`src/rtl/card_header_parser_assert.svh`:
```
// ------------------------------------------------------------------------
// card header parser assertion macros
// shared property forms for the parser's concurrent checks
// ------------------------------------------------------------------------
`ifndef CARD_HEADER_PARSER_ASSERT_SVH
`define CARD_HEADER_PARSER_ASSERT_SVH

// same-cycle implication, off during reset
`define CHP_ASSERT_SAME(lbl, clk, rst_n, ante, cons, msg) \
    lbl: assert property (@(posedge clk) disable iff (!rst_n) (ante) |-> (cons)) \
        else $error(msg);

// next-cycle implication, off during reset
`define CHP_ASSERT_NEXT(lbl, clk, rst_n, ante, cons, msg) \
    lbl: assert property (@(posedge clk) disable iff (!rst_n) (ante) |=> (cons)) \
        else $error(msg);

`endif

```
`src/rtl/chp_pkg.sv`:
```
// ------------------------------------------------------------------------
// chp_pkg
// types and constants shared by the card header parser modules
// ------------------------------------------------------------------------
`timescale 1ns / 1ps

package chp_pkg;

    localparam int unsigned COUNT_W = 4;
    localparam logic [COUNT_W-1:0] COUNT_MAX    = 4'd15;
    localparam logic [COUNT_W-1:0] HEADER_BYTES = 4'd11;

    // header byte offsets
    localparam logic [COUNT_W-1:0] OFS_MAGIC0 = 4'd0;
    localparam logic [COUNT_W-1:0] OFS_MAGIC1 = 4'd1;
    localparam logic [COUNT_W-1:0] OFS_MAGIC2 = 4'd2;
    localparam logic [COUNT_W-1:0] OFS_MAGIC3 = 4'd3;
    localparam logic [COUNT_W-1:0] OFS_KIND   = 4'd4;
    localparam logic [COUNT_W-1:0] OFS_WID_LO = 4'd5;
    localparam logic [COUNT_W-1:0] OFS_WID_HI = 4'd6;
    localparam logic [COUNT_W-1:0] OFS_HGT_LO = 4'd7;
    localparam logic [COUNT_W-1:0] OFS_HGT_HI = 4'd8;
    localparam logic [COUNT_W-1:0] OFS_BPP    = 4'd9;
    localparam logic [COUNT_W-1:0] OFS_FLAGS  = 4'd10;

    localparam logic [7:0] BPP_ONE  = 8'd1;
    localparam logic [7:0] BPP_FOUR = 8'd4;

    // configuration register indexes
    localparam int unsigned CFG_IDX_W = 2;
    localparam logic [CFG_IDX_W-1:0] CFG_MAGIC_WORD = 2'd0;
    localparam logic [CFG_IDX_W-1:0] CFG_ATLAS_KIND = 2'd1;
    localparam logic [CFG_IDX_W-1:0] CFG_MASK_KIND  = 2'd2;

    typedef enum logic [2:0] {
        ST_OK       = 3'd0,
        ST_SHORT    = 3'd1,
        ST_MAGIC    = 3'd2,
        ST_KIND     = 3'd3,
        ST_ZERO     = 3'd4,
        ST_BPP      = 3'd5,
        ST_MISMATCH = 3'd6
    } t_status;

    typedef struct packed {
        logic [COUNT_W-1:0] count;
        logic [31:0]        magic;
        logic [7:0]         kind;
        logic [15:0]        width;
        logic [15:0]        height;
        logic [7:0]         bpp;
        logic [7:0]         flags;
    } t_record;

    typedef struct packed {
        logic [30:0] payload_size;
        logic [7:0]  card_flags;
        logic [7:0]  bits_per_pixel;
        logic [15:0] pixel_height;
        logic [15:0] pixel_width;
        logic [7:0]  card_kind;
        t_status     status;
    } t_result;

    localparam int unsigned RESULT_W = $bits(t_result);
    localparam int unsigned OUT_TDATA_W = ((RESULT_W + 7) / 8) * 8;

endpackage

```
`src/rtl/card_header_parser.sv`:
```
// ------------------------------------------------------------------------
// card_header_parser
// image-card header decoder, one record byte per item, one verdict per record
// ------------------------------------------------------------------------
// input: s_axis_tdata[7:0] carries a record byte, s_axis_tlast marks the
// record's final byte. every byte is one item; only the final byte of a
// record produces a result item on the master side.
// output: m_axis_tdata carries status, kind, width, height, bpp, flags and
// payload size of the finished record (layout at the port).
// configuration: i_cfg_we writes i_cfg_data into register i_cfg_index
// (0 magic word, 1 atlas kind, 2 mask kind) at the clock edge; write only
// while idle.
// throughput: one byte per cycle, sustained, while m_axis_tready is high.
// path: a result is held first in the record register, then passes through
// verdict and row-times-height multiply into the output register.
// stall: with m_axis_tready low the result holds; one further record can wait
// in the record register, and once that register is full every byte waits
// with s_axis_tready low until the output register is freed.
// reset: synchronous, active low; clears the byte count, captured fields,
// configuration registers and both valid flags.
// ------------------------------------------------------------------------
`timescale 1ns / 1ps

module card_header_parser (
    input  logic        i_clk,
    input  logic        i_rst_n,
    input  logic        s_axis_tvalid,
    output logic        s_axis_tready,
    input  logic [7:0]  s_axis_tdata,   // [7:0] header_byte
    input  logic        s_axis_tlast,   // last_byte
    output logic        m_axis_tvalid,
    input  logic        m_axis_tready,
    // [2:0] status, [10:3] card_kind, [26:11] pixel_width, [42:27] pixel_height,
    // [50:43] bits_per_pixel, [58:51] card_flags, [89:59] payload_size, rest zero
    output logic [chp_pkg::OUT_TDATA_W-1:0] m_axis_tdata,
    input  logic        i_cfg_we,
    input  logic [chp_pkg::CFG_IDX_W-1:0] i_cfg_index,
    input  logic [31:0] i_cfg_data
);

    logic [31:0]      r_magic_word;
    logic [7:0]       r_atlas_kind;
    logic [7:0]       r_mask_kind;
    logic             rec_valid;
    logic             rec_take;
    chp_pkg::t_record rec;
    chp_pkg::t_result result;

    always_ff @(posedge i_clk) begin
        if (!i_rst_n) begin
            r_magic_word <= '0;
            r_atlas_kind <= '0;
            r_mask_kind  <= '0;
        end else if (i_cfg_we) begin
            unique case (i_cfg_index)
                chp_pkg::CFG_MAGIC_WORD: r_magic_word <= i_cfg_data;
                chp_pkg::CFG_ATLAS_KIND: r_atlas_kind <= i_cfg_data[7:0];
                chp_pkg::CFG_MASK_KIND:  r_mask_kind  <= i_cfg_data[7:0];
                default: ;
            endcase
        end
    end

    chp_capture u_capture (
        .i_clk       (i_clk),
        .i_rst_n     (i_rst_n),
        .i_valid     (s_axis_tvalid),
        .o_ready     (s_axis_tready),
        .i_byte      (s_axis_tdata),
        .i_last      (s_axis_tlast),
        .i_take      (rec_take),
        .o_rec_valid (rec_valid),
        .o_rec       (rec)
    );

    chp_check u_check (
        .i_clk        (i_clk),
        .i_rst_n      (i_rst_n),
        .i_rec_valid  (rec_valid),
        .i_rec        (rec),
        .o_take       (rec_take),
        .i_magic_word (r_magic_word),
        .i_atlas_kind (r_atlas_kind),
        .i_mask_kind  (r_mask_kind),
        .o_valid      (m_axis_tvalid),
        .i_ready      (m_axis_tready),
        .o_result     (result)
    );

    assign m_axis_tdata = chp_pkg::OUT_TDATA_W'(result);

endmodule

```
`src/rtl/chp_capture.sv`:
```
// ------------------------------------------------------------------------
// chp_capture
// counts record bytes, captures header fields, hands off a full record
// ------------------------------------------------------------------------
`timescale 1ns / 1ps

module chp_capture (
    input  logic             i_clk,
    input  logic             i_rst_n,
    input  logic             i_valid,
    output logic             o_ready,
    input  logic [7:0]       i_byte,
    input  logic             i_last,
    input  logic             i_take,
    output logic             o_rec_valid,
    output chp_pkg::t_record o_rec
);

    chp_pkg::t_record r_state;
    chp_pkg::t_record n_state;
    chp_pkg::t_record r_rec;
    logic             r_rec_valid;
    logic             accept;

    assign o_ready     = !r_rec_valid || i_take;
    assign accept      = i_valid && o_ready;
    assign o_rec_valid = r_rec_valid;
    assign o_rec       = r_rec;

    // current byte merged into the captured fields
    always_comb begin
        n_state = r_state;
        unique case (r_state.count)
            chp_pkg::OFS_MAGIC0: n_state.magic[7:0]   = i_byte;
            chp_pkg::OFS_MAGIC1: n_state.magic[15:8]  = i_byte;
            chp_pkg::OFS_MAGIC2: n_state.magic[23:16] = i_byte;
            chp_pkg::OFS_MAGIC3: n_state.magic[31:24] = i_byte;
            chp_pkg::OFS_KIND:   n_state.kind         = i_byte;
            chp_pkg::OFS_WID_LO: n_state.width[7:0]   = i_byte;
            chp_pkg::OFS_WID_HI: n_state.width[15:8]  = i_byte;
            chp_pkg::OFS_HGT_LO: n_state.height[7:0]  = i_byte;
            chp_pkg::OFS_HGT_HI: n_state.height[15:8] = i_byte;
            chp_pkg::OFS_BPP:    n_state.bpp          = i_byte;
            chp_pkg::OFS_FLAGS:  n_state.flags        = i_byte;
            default: ;
        endcase
        if (r_state.count != chp_pkg::COUNT_MAX) begin
            n_state.count = r_state.count + chp_pkg::COUNT_W'(1);
        end
    end

    always_ff @(posedge i_clk) begin
        if (!i_rst_n) begin
            r_state     <= '0;
            r_rec_valid <= 1'b0;
        end else begin
            if (accept) begin
                r_state <= i_last ? '0 : n_state;
            end
            if (accept && i_last) begin
                r_rec_valid <= 1'b1;
            end else if (i_take) begin
                r_rec_valid <= 1'b0;
            end
        end
    end

    always_ff @(posedge i_clk) begin
        if (accept && i_last) begin
            r_rec <= n_state;
        end
    end

endmodule

```
`src/rtl/chp_check.sv`:
```
// ------------------------------------------------------------------------
// chp_check
// verdict and payload size of a captured record, held in the output register
// ------------------------------------------------------------------------
`timescale 1ns / 1ps
`include "card_header_parser_assert.svh"

module chp_check (
    input  logic             i_clk,
    input  logic             i_rst_n,
    input  logic             i_rec_valid,
    input  chp_pkg::t_record i_rec,
    output logic             o_take,
    input  logic [31:0]      i_magic_word,
    input  logic [7:0]       i_atlas_kind,
    input  logic [7:0]       i_mask_kind,
    output logic             o_valid,
    input  logic             i_ready,
    output chp_pkg::t_result o_result
);

    chp_pkg::t_result r_result;
    chp_pkg::t_result n_result;
    logic             r_valid;
    chp_pkg::t_status n_status;
    logic             kind_wants_1bpp;
    logic [15:0]      row_bytes;
    logic [31:0]      size_full;

    assign o_take   = !r_valid || i_ready;
    assign o_valid  = r_valid;
    assign o_result = r_result;

    assign kind_wants_1bpp = (i_rec.kind == i_mask_kind) || (i_rec.kind == i_atlas_kind);

    always_comb begin
        priority if (i_rec.count < chp_pkg::HEADER_BYTES) begin
            n_status = chp_pkg::ST_SHORT;
        end else if (i_rec.magic != i_magic_word) begin
            n_status = chp_pkg::ST_MAGIC;
        end else if (i_rec.kind > i_atlas_kind) begin
            n_status = chp_pkg::ST_KIND;
        end else if (i_rec.width == 16'd0 || i_rec.height == 16'd0) begin
            n_status = chp_pkg::ST_ZERO;
        end else if (i_rec.bpp != chp_pkg::BPP_ONE && i_rec.bpp != chp_pkg::BPP_FOUR) begin
            n_status = chp_pkg::ST_BPP;
        end else if (kind_wants_1bpp != (i_rec.bpp == chp_pkg::BPP_ONE)) begin
            n_status = chp_pkg::ST_MISMATCH;
        end else begin
            n_status = chp_pkg::ST_OK;
        end
    end

    // rows padded to whole bytes: half-bytes at 4 bpp, bits at 1 bpp
    always_comb begin
        if (i_rec.bpp == chp_pkg::BPP_FOUR) begin
            row_bytes = 16'((17'(i_rec.width) + 17'd1) >> 1);
        end else begin
            row_bytes = 16'((17'(i_rec.width) + 17'd7) >> 3);
        end
        size_full = {16'd0, row_bytes} * {16'd0, i_rec.height};
    end

    always_comb begin
        n_result.status         = n_status;
        n_result.card_kind      = i_rec.kind;
        n_result.pixel_width    = i_rec.width;
        n_result.pixel_height   = i_rec.height;
        n_result.bits_per_pixel = i_rec.bpp;
        n_result.card_flags     = i_rec.flags;
        n_result.payload_size   = (n_status == chp_pkg::ST_OK) ? size_full[30:0] : 31'd0;
    end

    always_ff @(posedge i_clk) begin
        if (!i_rst_n) begin
            r_valid <= 1'b0;
        end else if (o_take) begin
            r_valid <= i_rec_valid;
        end
    end

    always_ff @(posedge i_clk) begin
        if (o_take && i_rec_valid) begin
            r_result <= n_result;
        end
    end

    `CHP_ASSERT_SAME(a_fail_no_size, i_clk, i_rst_n,
        r_valid && r_result.status != chp_pkg::ST_OK, r_result.payload_size == 31'd0,
        "failed verdict carries a payload size")
    `CHP_ASSERT_SAME(a_ok_fields, i_clk, i_rst_n,
        r_valid && r_result.status == chp_pkg::ST_OK,
        (r_result.bits_per_pixel == chp_pkg::BPP_ONE ||
         r_result.bits_per_pixel == chp_pkg::BPP_FOUR) &&
        r_result.pixel_width != 16'd0 && r_result.pixel_height != 16'd0,
        "ok verdict with bad bpp or zero size")
    `CHP_ASSERT_NEXT(a_record_loaded, i_clk, i_rst_n,
        i_rec_valid && o_take, r_valid && r_result.card_kind == $past(i_rec.kind),
        "record not loaded into output register")

endmodule
```
`config.mk`:
```
export PLATFORM = sky130hd
export DESIGN_NAME = card_header_parser
export DESIGN_NICKNAME = d
export VERILOG_FILES = /design/src/rtl/chp_pkg.sv /design/src/rtl/card_header_parser.sv /design/src/rtl/chp_capture.sv /design/src/rtl/chp_check.sv
export VERILOG_INCLUDE_DIRS = /design/src /design/src/rtl
export SDC_FILE = /design/constraint.sdc
export NUM_CORES = 1
export LEC_CHECK = 0
export BUFFER_PORTS_ARGS = -buffer_cell sky130_fd_sc_hd__buf_2
export CORE_AREA = 5 5 258 260
export DETAILED_ROUTE_END_ITERATION = 10
export DIE_AREA = 0 0 263 265
export GPL_ROUTABILITY_DRIVEN = 0
export PLACE_DENSITY = 0.62
export SKIP_LAST_GASP = 1
export SYNTH_ARGS = -nofsm -noshare
export SYNTH_HDL_FRONTEND = slang
export SYNTH_SLANG_ARGS = --single-unit
```
`constraint.sdc`:
```
create_clock -name i_clk -period 11.4 [get_ports i_clk]
set_input_delay 0 -clock i_clk [delete_from_list [all_inputs] [get_ports i_clk]]
set_output_delay 0 -clock i_clk [all_outputs]
set_load 0.05 [all_outputs]
```
==> reports/results.txt <==
Result of the run -> complete, no violations
Post-synth ARST share -> 0%
Crit path capture type -> flip-flop
R2R Path End -> u_check.o_result[88]$_SDFFCE_PP0P_
Core area -> 63880 sq um
Crit path time final -> 8.745 ns
Total GRT Usage -> 15.91%
Yosys top cell area share -> 24.68%
TritonCTS buffer count -> 37
WS Path Type -> reg2reg
RSZ-0062 raised after global routing -> no
Worst skew pair latency -> 0.57 ns
Row cnt -> 93
Power Total -> 3.768 mW
Die width -> 263 microns
Final Non-Filler Cells -> 3117
Worst VDD drop -> 0.09900 mV
Pins Over Slew Limit -> 0
Global-route wire length before repair -> 90330 microns
CTS Buffer Depth -> 3
Postcts setup bufs -> 0
Vias in the first global route -> 16480
Syn Area/Cell -> 10.51 sq um
Number of H-tree levels -> 2
Drt pass-1 iters -> 5
Routed wire length per instance -> 17.99 microns
Netlist Area Pre-Place -> 22150 sq um
Data arrival, critical path -> 9.04 ns
Starting Density -> 34.67%
Post-synthesis sequential area ratio -> 37.51%
Tcrit/Tclk final -> 76.71%
Hold slack -> 0.07518 ns
Yosys warns -> 0
I/O pin cnt -> 146
Pwr Density -> 149.1 nW/um^2
Final setup TNS -> 0 ns
Gate Count Post-Synth -> 2108
Final #Nets -> 2589
Ant diodes -> 0
Number of DRC markers in iteration 0 -> 949
Type of the worst min-delay path -> in2reg
Pleak -> 10.59 nW
Post-CTS Hold Buffers -> 44
Hold wc startpoint -> i_cfg_index[0]
Via-per-instance ratio -> 4.903
Clk_skew -> 0.03079 ns
Worst Setup Start Kind -> flip-flop
Hold depth -> 5
Routed WL -> 56070 microns
TritonCTS clock tree -> built
# DRC -> 0
Max-cap violations -> 0
Clock transition at path regs -> 0.06 ns
Layout cells sized above 1 -> 14.50%
Crit path max fanout -> 21
Root Driver -> clkbuf_16
Post-route ant nets -> 0
Area contributors post-synth -> edfxtp_1, fa_1, dfxtp_1
Die area -> 69700 sq um
Largest net degree at the start of global routing -> 143
Post-synthesis register bit count -> 324
Num Clock Sinks -> 324
Cell taking the most area after synthesis -> edfxtp_1
Internal reg-to-reg setup slack -> 2.66 ns
Gr ovfl total -> 0
Initial antenna violation count -> 0
Setup Viol. Count Final -> 0
Fmax -> 0.1144 GHz
Synth cell types -> 66
Die height -> 265 microns
Syn-to-layout area delta -> 14.09%
R2r worst-path depth -> 24
Hpwl dp -> 39340 microns
Worst path required time -> 11.70 ns
Max_slew headroom -> 16.31%
Worst Max-Slew Pin Slew -> 1.255 ns
Hold EP -> r_magic_word[24]$_SDFFE_PN0P_
PortBufs -> 139
Inst Count DP -> 3005
Post-synth EDFFs -> 182
RR Startpoint -> u_capture.o_rec[15]$_DFFE_PP_
Cts repair resizes -> 0
Most used flip-flop cell after synthesis -> edfxtp_1
Endpoints failing hold -> 0
DR vias -> 15280
[cells in the final DEF, fill, tap and decap left out, types with 20 or more instances in the layout]
cell type / count
nand2_1: 254
mux2_2: 88
edfxtp_1: 182
clkbuf_16: 38
a22oi_1: 92
a21oi_1: 39
inv_1: 258
buf_2: 139
and2_1: 121
dlygate4sd3_1: 44
dfxtp_1: 142
ha_1: 115
nand3_1: 21
xnor2_1: 27
fa_1: 193
xor2_1: 59
a21boi_0: 32
mux2i_1: 20
nor2b_1: 118
nor2_1: 70
[registers in the layout (all words and copies together) (netlist names)]
register	cells
r_mask_kind	8
u_check.o_result	90
u_check.o_valid	1
u_capture.r_state	92
u_capture.o_rec	92
r_magic_word	32
r_atlas_kind	8
u_capture.o_rec_valid	1
[power by group]
part	switching (mW)	internal (mW)
logic	0.774	0.485
clock network	0.505	0.713
registers	0.0295	1.26
total	1.31	2.46
[per-layer routing]
| layer | global-route usage [%] | vias to the layer above | part of all wire (%) |
|---|---|---|---|
| li1 | - | 7181 | - |
| met5 | 0 | - | 0 |
| met3 | 2.729 | 96 | 4.9 |
| met1 | 19.74 | 7610 | 42 |
| met2 | 28.61 | 395 | 51 |
| met4 | 4.583 | 0 | 2.6 |
[worst max path at each step]
stage,from,endpoint,slack [ns]
2_1_floorplan,u_capture.o_rec[15]$_DFFE_PP_,u_check.o_result[86]$_SDFFCE_PP0P_,4.41
3_3_place_gp,u_capture.o_rec[15]$_DFFE_PP_,u_check.o_result[88]$_SDFFCE_PP0P_,2.82
3_5_place_dp,u_capture.o_rec[15]$_DFFE_PP_,u_check.o_result[88]$_SDFFCE_PP0P_,2.66
4_1_cts,u_capture.o_rec[15]$_DFFE_PP_,u_check.o_result[88]$_SDFFCE_PP0P_,2.68
5_1_grt,u_capture.o_rec[15]$_DFFE_PP_,u_check.o_result[88]$_SDFFCE_PP0P_,2.11
6_report,u_capture.o_rec[15]$_DFFE_PP_,u_check.o_result[88]$_SDFFCE_PP0P_,2.66
[cells by family after synthesis]
family	share of synthesized area, %
AO/OA/AOI/OAI	8.028
XOR/XNOR	3.401
adder cells (fa/ha/maj)	23.94
buffers and inverters	6.717
flip-flops	37.51
multiplexers	5.378
other	0.01693
AND/OR/NAND/NOR	15.00
[critical path, stage by stage, from the launching register on]
cell and delay, ns:
edfxtp_1 0.43, nor4_4 0.36, nand4b_1 0.79, a41o_1 0.54, a211oi_2 0.94, nand2_1 0.19, fa_1 0.58, inv_1 0.05
fa_1 0.50, inv_1 0.06, fa_1 0.53, inv_1 0.05, fa_1 0.45, fa_1 0.49, inv_1 0.04, fa_1 0.47
inv_1 0.04, ha_1 0.42, o211ai_1 0.18, o21ai_1 0.28, a21oi_1 0.13, a2111oi_2 0.56, o31ai_1 0.18, xor2_1 0.16
nor2_1 0.05
[Yosys cell counts (3+ instances only)]
cell type,count
o21a_1,6
nor3b_1,4
a31oi_1,4
mux2_2,88
o21ai_2,3
nand3b_1,3
nand2_1,255
dfxtp_1,142
clkbuf_1,87
buf_2,19
nor2_1,71
o21bai_1,4
nor4_1,19
xor2_1,59
a211oi_2,3
nor3_1,7
ha_1,115
nand4_1,10
nand3_1,21
and3_1,5
nor2b_1,119
or2_2,3
o211ai_1,6
a21o_1,11
a21oi_1,41
nand2b_1,5
o21ai_0,19
buf_4,10
a21boi_0,32
o21ai_1,4
fa_1,193
mux2i_1,20
a211oi_1,6
a22oi_1,92
xnor2_1,27
edfxtp_1,182
and2_1,121
inv_1,258
[final cells by class]
type / instances / area (sq um)
Sequential cell: 324 / 8308
Clock buffer: 52 / 1074
Timing Repair Buffer: 199 / 1256
Clock inverter: 16 / 186.4
Tap cell: 855 / 1070
Multi-Input combinational cell: 1413 / 12410
Inverter: 258 / 968.4
Fill cell: 6134 / 38610
[metrics by stage]
step | utilization (%) | setup slack (ns) | area [sq um]
finish | 39.55 | 2.655 | 25270
global route | 39.55 | 2.114 | 25270
CTS | 39.55 | 2.676 | 25270
detailed placement | 36.89 | 2.664 | 23570
global placement | 36.89 | 2.822 | 23570
floorplan | - | 4.408 | 22170
Note: power is estimated with default switching activity, not from simulation.
